`src/rtl/htfd_pkg.sv`:
```
// Shared types, constants and CRC helper for the humidity/temperature frame decoder.
package htfd_pkg;

  // CRC-8 parameters: polynomial 0x31, preset 0xFF, MSB first, no final xor
  localparam logic [7:0] CrcInit      = 8'hFF;
  localparam logic [7:0] CrcPoly      = 8'h31;

  // Status byte: busy clear, bits 4 and 3 set
  localparam logic [7:0] StatusMask   = 8'h98;
  localparam logic [7:0] StatusExpect = 8'h18;

  // Fixed-point conversion
  localparam int         RawW       = 20;
  localparam int         HumW       = 7;
  localparam int         TempW      = 15;
  localparam int         HumProdW   = RawW + HumW;     // raw * 100
  localparam int         TempProdW  = RawW + TempW;    // raw * 20000
  localparam logic [HumW-1:0]  HumScale   = 7'd100;
  localparam logic [TempW-1:0] TempScale  = 15'd20000; // 200 * 100
  localparam logic [TempW-1:0] TempOffset = 15'd5000;  // 50 * 100

  // One sensor frame
  typedef struct packed {
    logic [7:0] status_byte;
    logic [7:0] hum_high;
    logic [7:0] hum_mid;
    logic [7:0] mixed_byte;
    logic [7:0] temp_mid;
    logic [7:0] temp_low;
    logic [7:0] check_byte;
  } frame_t;

  // Frame check flags
  typedef struct packed {
    logic crc_ok;
    logic status_ok;
  } chk_t;

  // Fold one byte into the CRC, MSB first
  function automatic logic [7:0] crc8_byte(input logic [7:0] crc, input logic [7:0] data);
    logic [7:0] c;
    c = crc ^ data;
    for (int k = 0; k < 8; k++) begin
      c = c[7] ? ({c[6:0], 1'b0} ^ CrcPoly) : {c[6:0], 1'b0};
    end
    return c;
  endfunction

endpackage

```
`src/rtl/humidity_temp_frame_decode.sv`:
```
// Top level: input register, frame check and conversion, result register.
// Beat goes to stage 1, then to the result register (two register stages).
// One frame per cycle unless out_ready stalls; stage 1 fills while a result waits.
// Held humidity/temperature update only on frames that pass CRC and status.
// Reset (rst, synchronous): both stages empty, held values cleared to zero.
module humidity_temp_frame_decode
  import htfd_pkg::*;
(
  input  logic                    clk,
  input  logic                    rst,
  input  logic                    in_valid,
  output logic                    in_ready,
  input  logic [7:0]              status_byte,
  input  logic [7:0]              hum_high,
  input  logic [7:0]              hum_mid,
  input  logic [7:0]              mixed_byte,
  input  logic [7:0]              temp_mid,
  input  logic [7:0]              temp_low,
  input  logic [7:0]              check_byte,
  output logic                    out_valid,
  input  logic                    out_ready,
  output logic [HumW-1:0]         humidity_pct,
  output logic signed [TempW-1:0] temp_centi,
  output logic                    frame_ok
);

  logic                    s1_valid;
  frame_t                  s1_frame;
  logic                    s1_adv;
  chk_t                    chk;
  logic [HumW-1:0]         conv_hum;
  logic signed [TempW-1:0] conv_temp;
  logic                    frame_ok_next;
  logic [HumW-1:0]         held_humidity;
  logic signed [TempW-1:0] held_temp;
  logic [HumW-1:0]         held_humidity_next;
  logic signed [TempW-1:0] held_temp_next;

  // Handshake: stage 1 moves on when the result register is free or drains
  assign s1_adv   = s1_valid && (!out_valid || out_ready);
  assign in_ready = !s1_valid || s1_adv;

  htfd_check u_check (
    .frame (s1_frame),
    .chk   (chk)
  );

  htfd_conv u_conv (
    .frame (s1_frame),
    .hum   (conv_hum),
    .temp  (conv_temp)
  );

  // Accept new values only on a clean frame
  assign frame_ok_next      = chk.crc_ok && chk.status_ok;
  assign held_humidity_next = frame_ok_next ? conv_hum  : held_humidity;
  assign held_temp_next     = frame_ok_next ? conv_temp : held_temp;

  // Control and held state
  always_ff @(posedge clk) begin
    if (rst) begin
      s1_valid      <= 1'b0;
      out_valid     <= 1'b0;
      held_humidity <= '0;
      held_temp     <= '0;
    end else begin
      if (in_ready) begin
        s1_valid <= in_valid;
      end
      if (s1_adv) begin
        out_valid     <= 1'b1;
        held_humidity <= held_humidity_next;
        held_temp     <= held_temp_next;
      end else if (out_ready) begin
        out_valid <= 1'b0;
      end
    end
  end

  // Payload registers
  always_ff @(posedge clk) begin
    if (in_valid && in_ready) begin
      s1_frame <= '{status_byte: status_byte, hum_high: hum_high, hum_mid: hum_mid,
                    mixed_byte: mixed_byte, temp_mid: temp_mid, temp_low: temp_low,
                    check_byte: check_byte};
    end
    if (s1_adv) begin
      humidity_pct <= held_humidity_next;
      temp_centi   <= held_temp_next;
      frame_ok     <= frame_ok_next;
    end
  end

  // A waiting result always shows the currently held values
  a_out_matches_held: assert property (@(posedge clk) disable iff (rst)
    out_valid |-> (humidity_pct == held_humidity) && (temp_centi == held_temp))
    else $error("result differs from held values");

  // Humidity stays within 0..99
  a_hum_range: assert property (@(posedge clk) disable iff (rst)
    out_valid |-> (humidity_pct <= 7'd99))
    else $error("humidity out of range");

  // Temperature stays within -5000..14999
  a_temp_range: assert property (@(posedge clk) disable iff (rst)
    out_valid |-> (temp_centi >= -15'sd5000) && (temp_centi <= 15'sd14999))
    else $error("temperature out of range");

  // With the result register empty, input is never stalled
  a_ready_when_empty: assert property (@(posedge clk) disable iff (rst)
    !out_valid |-> in_ready)
    else $error("input stalled with empty result register");

  // A rejected frame leaves held values untouched
  a_bad_frame_holds: assert property (@(posedge clk) disable iff (rst)
    s1_adv && !frame_ok_next |=> $stable(held_humidity) && $stable(held_temp))
    else $error("held values changed on bad frame");

endmodule

```
`src/rtl/htfd_check.sv`:
```
// Frame integrity check: CRC-8 over bytes 0..5 and status byte pattern.
module htfd_check
  import htfd_pkg::*;
(
  input  frame_t frame,
  output chk_t   chk
);

  logic [7:0] crc_chain [0:6];

  // CRC over the six data bytes
  always_comb begin
    crc_chain[0] = CrcInit;
    crc_chain[1] = crc8_byte(crc_chain[0], frame.status_byte);
    crc_chain[2] = crc8_byte(crc_chain[1], frame.hum_high);
    crc_chain[3] = crc8_byte(crc_chain[2], frame.hum_mid);
    crc_chain[4] = crc8_byte(crc_chain[3], frame.mixed_byte);
    crc_chain[5] = crc8_byte(crc_chain[4], frame.temp_mid);
    crc_chain[6] = crc8_byte(crc_chain[5], frame.temp_low);
  end

  assign chk.crc_ok    = (crc_chain[6] == frame.check_byte);
  assign chk.status_ok = ((frame.status_byte & StatusMask) == StatusExpect);

endmodule

```
`src/rtl/htfd_conv.sv`:
```
// Raw-to-engineering-unit conversion for humidity and temperature.
module htfd_conv
  import htfd_pkg::*;
(
  input  frame_t                  frame,
  output logic [HumW-1:0]         hum,
  output logic signed [TempW-1:0] temp
);

  logic [RawW-1:0]      hraw;
  logic [RawW-1:0]      traw;
  logic [HumProdW-1:0]  hprod;
  logic [TempProdW-1:0] tprod;
  logic [TempW-1:0]     tq;
  logic                 round_up;

  // Unpack the two 20-bit raws
  assign hraw = {frame.hum_high, frame.hum_mid, frame.mixed_byte[7:4]};
  assign traw = {frame.mixed_byte[3:0], frame.temp_mid, frame.temp_low};

  // Humidity: floor(raw * 100 / 2^20)
  assign hprod = HumProdW'(hraw) * HumProdW'(HumScale);
  assign hum   = hprod[HumProdW-1 -: HumW];

  // Temperature: floor(raw * 20000 / 2^20) - 5000, then bump by one when the
  // result is negative with a nonzero fraction (truncate toward zero)
  assign tprod    = TempProdW'(traw) * TempProdW'(TempScale);
  assign tq       = tprod[TempProdW-1 -: TempW];
  assign round_up = (tq < TempOffset) && (tprod[RawW-1:0] != '0);
  assign temp     = $signed(tq - TempOffset + TempW'(round_up));

endmodule

```
`config.mk`:
```
export PLATFORM = sky130hd
export DESIGN_NAME = humidity_temp_frame_decode
export DESIGN_NICKNAME = d
export VERILOG_FILES = /design/src/rtl/htfd_pkg.sv /design/src/rtl/humidity_temp_frame_decode.sv /design/src/rtl/htfd_check.sv /design/src/rtl/htfd_conv.sv
export SDC_FILE = /design/constraint.sdc
export NUM_CORES = 1
export LEC_CHECK = 0
export BUFFER_PORTS_ARGS = -buffer_cell sky130_fd_sc_hd__buf_2
export CORE_ASPECT_RATIO = 0.6
export CORE_UTILIZATION = 24
export DETAILED_ROUTE_END_ITERATION = 16
export SKIP_CTS_REPAIR_TIMING = 1
export SYNTH_ARGS = -nofsm -noshare
export SYNTH_HDL_FRONTEND = slang
export SYNTH_SLANG_ARGS = --single-unit
export TNS_END_PERCENT = 100
```
`constraint.sdc`:
```
create_clock -name clk -period 18.4 [get_ports clk]
set_input_delay 2.76 -clock clk [delete_from_list [all_inputs] [get_ports clk]]
set_output_delay 2.76 -clock clk [all_outputs]
set_load 0.05 [all_outputs]
```
======== Word-level counts from Yosys, hierarchy flattened ========
Index checks and enable logic that the tools add are counted.
operators by class
  add/subtract/negate cells ............... 2
  $mul .................................... 2
  $lt $le $gt $ge ......................... 1
  equality and inequality tests ........... 2
  multiplexer cells ....................... 52
  bitwise gates (word level) .............. 54
  reduce and logical (&&, ||, !) cells .... 10
operators by type and width
  cell                      number
  $mux W6                   48
  $not A3 Y3                48
  $xor A8 B8 Y8             5
  $mul A20 B10 Y30 const B  1
  $mul A20 B5 Y25 const B   1
  $reduce_bool A20 Y1       1
  $add A15 B1 Y15           1
  $lt A15 B13 Y1 const B    1
  $mux W15                  1
  $sub A15 B13 Y15 const B  1
  $eq A8 B8 Y1              1
  $not A8 Y8                1
  $mux W7                   1
  $logic_and A1 B1 Y1       4
  $eq A3 B2 Y1 const B      1
  $logic_not A1 Y1          2
  $logic_or A1 B1 Y1        2
  $mux W1                   2
  $reduce_bool A2 Y1        1
storage, ports and cells
  flip-flop bits (word level) ............. 103
  input bits .............................. 60

======== Depth between registers and ports, before layout ========
  depth after elaboration ................. 105
  mapped depth ............................ 34
  mapped depth without buffers ............ 33

======== Hierarchy ========
From an unflattened synthesis, not the netlist that was laid out.
second synthesis, totals
  cell total of the unflattened synthesis .. 1,016
  area, all modules ....................... 11,029.3 µm²
by module, submodules not included
  module                      instances  cells each  area an instance (µm²)  seq. area each (µm²)
  htfd_conv                   1          660         5,535.3                 0.0
  humidity_temp_frame_decode  1          211         3,722.3                 2,852.7
  htfd_check                  1          145         1,771.7                 0.0

======== Worst setup path after synthesis ========
OpenSTA, ideal clock, no wires.
  path kind ............................... reg2reg
  start ................................... register s1_frame[15] (netlist bit)
  end ..................................... register temp_centi[14], data pin
  setup time .............................. 0.262 ns
  arrival ................................. 7.027 ns
  slack ................................... 11.111 ns
  cell stages (with the launch flop) ...... 31
  buffers on the path ..................... 1
  cell sequence ........................... edfxtp_1 > inv_1 > fa_1 > inv_1 > ha_1 > fa_1 > ha_1 > inv_1 > fa_1 > inv_1 > ha_1 > clkbuf_1 > and2_1 > a31o_2 > a211o_1 > o21ai_0 > o21ai_0 > xor2_1 > nor4_1 > nor3_1 > or2_2 > a211o_1 > a21oi_1 > ha_1 > ha_1 > nand2_1 > a211oi_1 > o21a_1 > nor2_1 > xnor2_1 > a21oi_1
on the way
  word-level cells in the longest chain between the ends .. 12
ends and longest elaborated chain
  element                                                                    RTL line                          source
  start, declared                                                            humidity_temp_frame_decode.sv:28  frame_t s1_frame;
  start signal, assigned                                                     humidity_temp_frame_decode.sv:83  s1_frame <= '{status_byte: status_byte, hum_high: hum_high, hum_mid: hum_mid,
  parallel branches: the longest is 11 deep, another holds $mul A20 B10 Y30  --
  $mux W15 *                                                                 humidity_temp_frame_decode.sv:57  assign held_temp_next = frame_ok_next ? conv_temp : held_temp;
  via held_temp_next[14]                                                     humidity_temp_frame_decode.sv:37  logic signed [TempW-1:0] held_temp_next;
  end signal, assigned                                                       humidity_temp_frame_decode.sv:89  temp_centi <= held_temp_next;
  end, declared                                                              humidity_temp_frame_decode.sv:23  output logic signed [TempW-1:0] temp_centi,
Mark *: on every way through the listed nets, which the timed path passes.
A chain may end at the register's enable or synchronous reset.

======== Final worst setup path ========
Ends and elaborated chain as after synthesis.

==> summary.md <==
| Metric | Value |
|---|---|
| CTS H-Tree Depth | 3 |
| Fmax | 126 MHz |
| Final net count | 1288 |
| Setup crit start kind | flip-flop |
| Most used cell, CP | ha_1 |
| Gr usage total | 0.110 |
| Routed vias | 6442 |
| Num ports | 85 |
| Die area | 44000 sq um |
| Average size of a mapped cell | 11.1 sq um |
| Clk pin slew, worst setup/hold paths | 0.09 ns |
| TritonRoute pass-1 iters | 5 |
| Critical Path Sink | temp_centi[14] |
| Area Overhead vs Synth | 13.4% |
| Synth Area in Compound Gates | 0.0641 |
| Status | complete, no violations |
| WL/cell | 14.4 microns |
| Required time of the critical path | 18.52 ns |
| Most frequent cells in the layout | inv_1 (200), ha_1 (148), xnor2_1 (93) |
| Max-slew violations | 0 |
| Slowest stage cell, crit path | fa_1 |
| CTS root buffer | clkbuf_16 |
| Worst reg2reg endpoint | temp_centi[14] |
| R2r setup slk | 10.45 ns |
| Worst-Margin Slew | 0.817 ns |
| Inserted Diodes | 0 |
| Top post-synthesis cells by area | edfxtp_1 (23%), ha_1 (18%), fa_1 (12%) |
| Post-synthesis mux area share | 0.0430 |
| Vias in the first global route | 6538 |
| Asr flop ratio synth | 0 |
| Number of synthesized flops with an enable pin | 79 |
| Fillers | 4424 |
| Starting Density | 0.245 |
| RSZ-0062 raised after global routing | false |
| Global-route wire length before repair | 37100 microns |
| Initial antenna violation count | 0 |
| Simple-gate portion of the synthesized area | 0.0523 |
| Slew headroom | 0.455 |
| Layout cells sized above 1 | 0.146 |
| WP data arrival | 8.07 ns |
| Cell accounting for the most synthesized area | edfxtp_1 |
| GP Congestion | 0.857 |
| Adder-cell share of the synthesized area | 0.297 |
| Main synth FF type | edfxtp_1 |
| Vias per inst | 4.04 |
| Tmin final | 7.95 ns |
| ANT nets after route | 0 |
| Buffers on Ports | 84 |
| CP Launch Point | s1_frame[15] |
| Worst-case reg-to-reg path depth | 29 |
| Post-Syn Instances | 932 |
| Largest family of logic cells by synthesized area | adder cells |
| CP max stage delay | 0.55 ns |
| Die width | 270 microns |
| Core ar. | 42200 sq um |
| GRT Residual Overflow | 0 |
| DP Wirelength | 19200 microns |
| DRC | 0 |
| Final worst-path cycle share | 0.432 |
| XOR/XNOR share of the synthesized area | 0.188 |
| Setup TNS | 0 ns |
| Final WL | 23000 microns |
| CTS tree | built |
| Seq/Total Area, Yosys | 0.275 |
| Crit Path Category | reg2reg |
| Die height | 163 microns |
| CP max FO | 8 |
| Clock sinks | 103 |
| Yosys top cell area share | 0.229 |
| Worst-case clock skew | 0.0145 ns |
| Synth Register Bits | 103 |
| Synth cell types | 64 |
| Hold Fails Final Rpt | 0 |
| Commonest non-fill, non-tap cell in the layout | inv_1 |
| Yosys warnings | 0 |
| CTS buffer count | 9 |
| DRT iter0 DRCs | 363 |
| CTS Buffer Depth | 2 |
| Final Setup Violations | 0 |
| Largest net degree at the start of global routing | 57 |
| Worst skew pair latency | 0.38 ns |
| Core Rows | 58 |
| Worst r2r src | s1_frame[15] |
| Max_cap viols | 0 |
| Hold Crit Class | reg2reg |
| Syn Nets | 1201 |
| Post-Syn Area | 10400 sq um |
| Crit. End Element | flip-flop |
worst min path at each step:
stage,startpoint,to,slack [ns],depth (start not counted)
global placement,held_humidity[2],held_humidity[2],0.47,2
floorplan,held_humidity[0],held_humidity[0],0.46,2
finish,held_humidity[3],held_humidity[3],0.50,2
detailed placement,held_temp[5],held_temp[5],0.48,2
global route,held_humidity[3],held_humidity[3],0.52,2
CTS,held_humidity[0],held_humidity[0],0.50,2
metal layers:
metal	up-vias	track usage	routed length, microns
li1	3267	-	-
met1	3038	0.179	13500
met2	126	0.145	8260
met3	11	0.0233	1100
met4	0	0.0157	135
met5	-	0	0
cells by family after synthesis:
| group | after synthesis |
|---|---|
| xor gates and xnor gates | 162 |
| AOI/OAI and AO/OA | 96 |
| and+or+nand+nor | 109 |
| buffers and inverters | 211 |
| DFF | 103 |
| muxes | 42 |
| adders and majority gates | 209 |
per-stage QoR:
stage | area [sq um] | utilization | worst slack (ns) | cells | hold WS, ns
floorplan | 10400 | - | 11.11 | 932 | 0.456
global placement | 11400 | 0.271 | 10.63 | 1578 | 0.469
detailed placement | 11400 | 0.271 | 10.45 | 1578 | 0.479
CTS | 11700 | 0.278 | 10.42 | 1594 | 0.502
global route | 11700 | 0.278 | 9.86 | 1594 | 0.518
finish | 11700 | 0.278 | 10.45 | 1594 | 0.496
sequential cells by signal, indices dropped and copies added, names as in the netlist:
signal         flops
held_humidity      7
temp_centi        15
s1_valid           1
humidity_pct       7
held_temp         15
frame_ok           1
s1_frame          56
out_valid          1
worst max-delay path, delay by kind of cell, from the launching register on:
family                     cells  cell delay [ns]
DFF                            1             0.48
AOI/OAI and AO/OA              9             2.32
buffers and inverters          4             0.30
xor gates and xnor gates       2             0.43
adders and majority gates      8             2.92
and+or+nand+nor                6             1.24
cells in the mapped netlist, types with 3 or more instances:
cell,count
inv_1,200
ha_1,148
xnor2_1,93
edfxtp_1,79
fa_1,61
nor2_1,42
xor2_1,30
a21oi_1,26
dfxtp_1,24
mux2i_1,22
mux2_2,20
xnor3_1,20
a21o_1,18
o21ai_0,14
nand2_1,13
nand3_1,10
nor3_1,8
and2_1,6
or2_2,5
buf_6,4
nand2b_1,4
nor2b_1,4
xnor3_2,4
xor3_1,4
a211o_1,3
a31oi_1,3
a41o_1,3
and3_1,3
clkbuf_1,3
o2111a_1,3
xnor2_2,3
xnor2_4,3
xor2_2,3
layout make-up:
type | count | area, sq um | share of cell area
Multi-Input combinational cell | 618 | 6680 | 0.568
Inverter | 200 | 751 | 0.0639
Tap cell | 570 | 713 | 0.0607
Clock buffer | 9 | 225 | 0.0192
Sequential cell | 103 | 2850 | 0.243
Timing Repair Buffer | 87 | 443 | 0.0377
Clock inverter | 7 | 86.3 | 0.00735
Power is not shown: default switching activity piles up to over one toggle a cycle in this logic, so the estimate is an artifact.
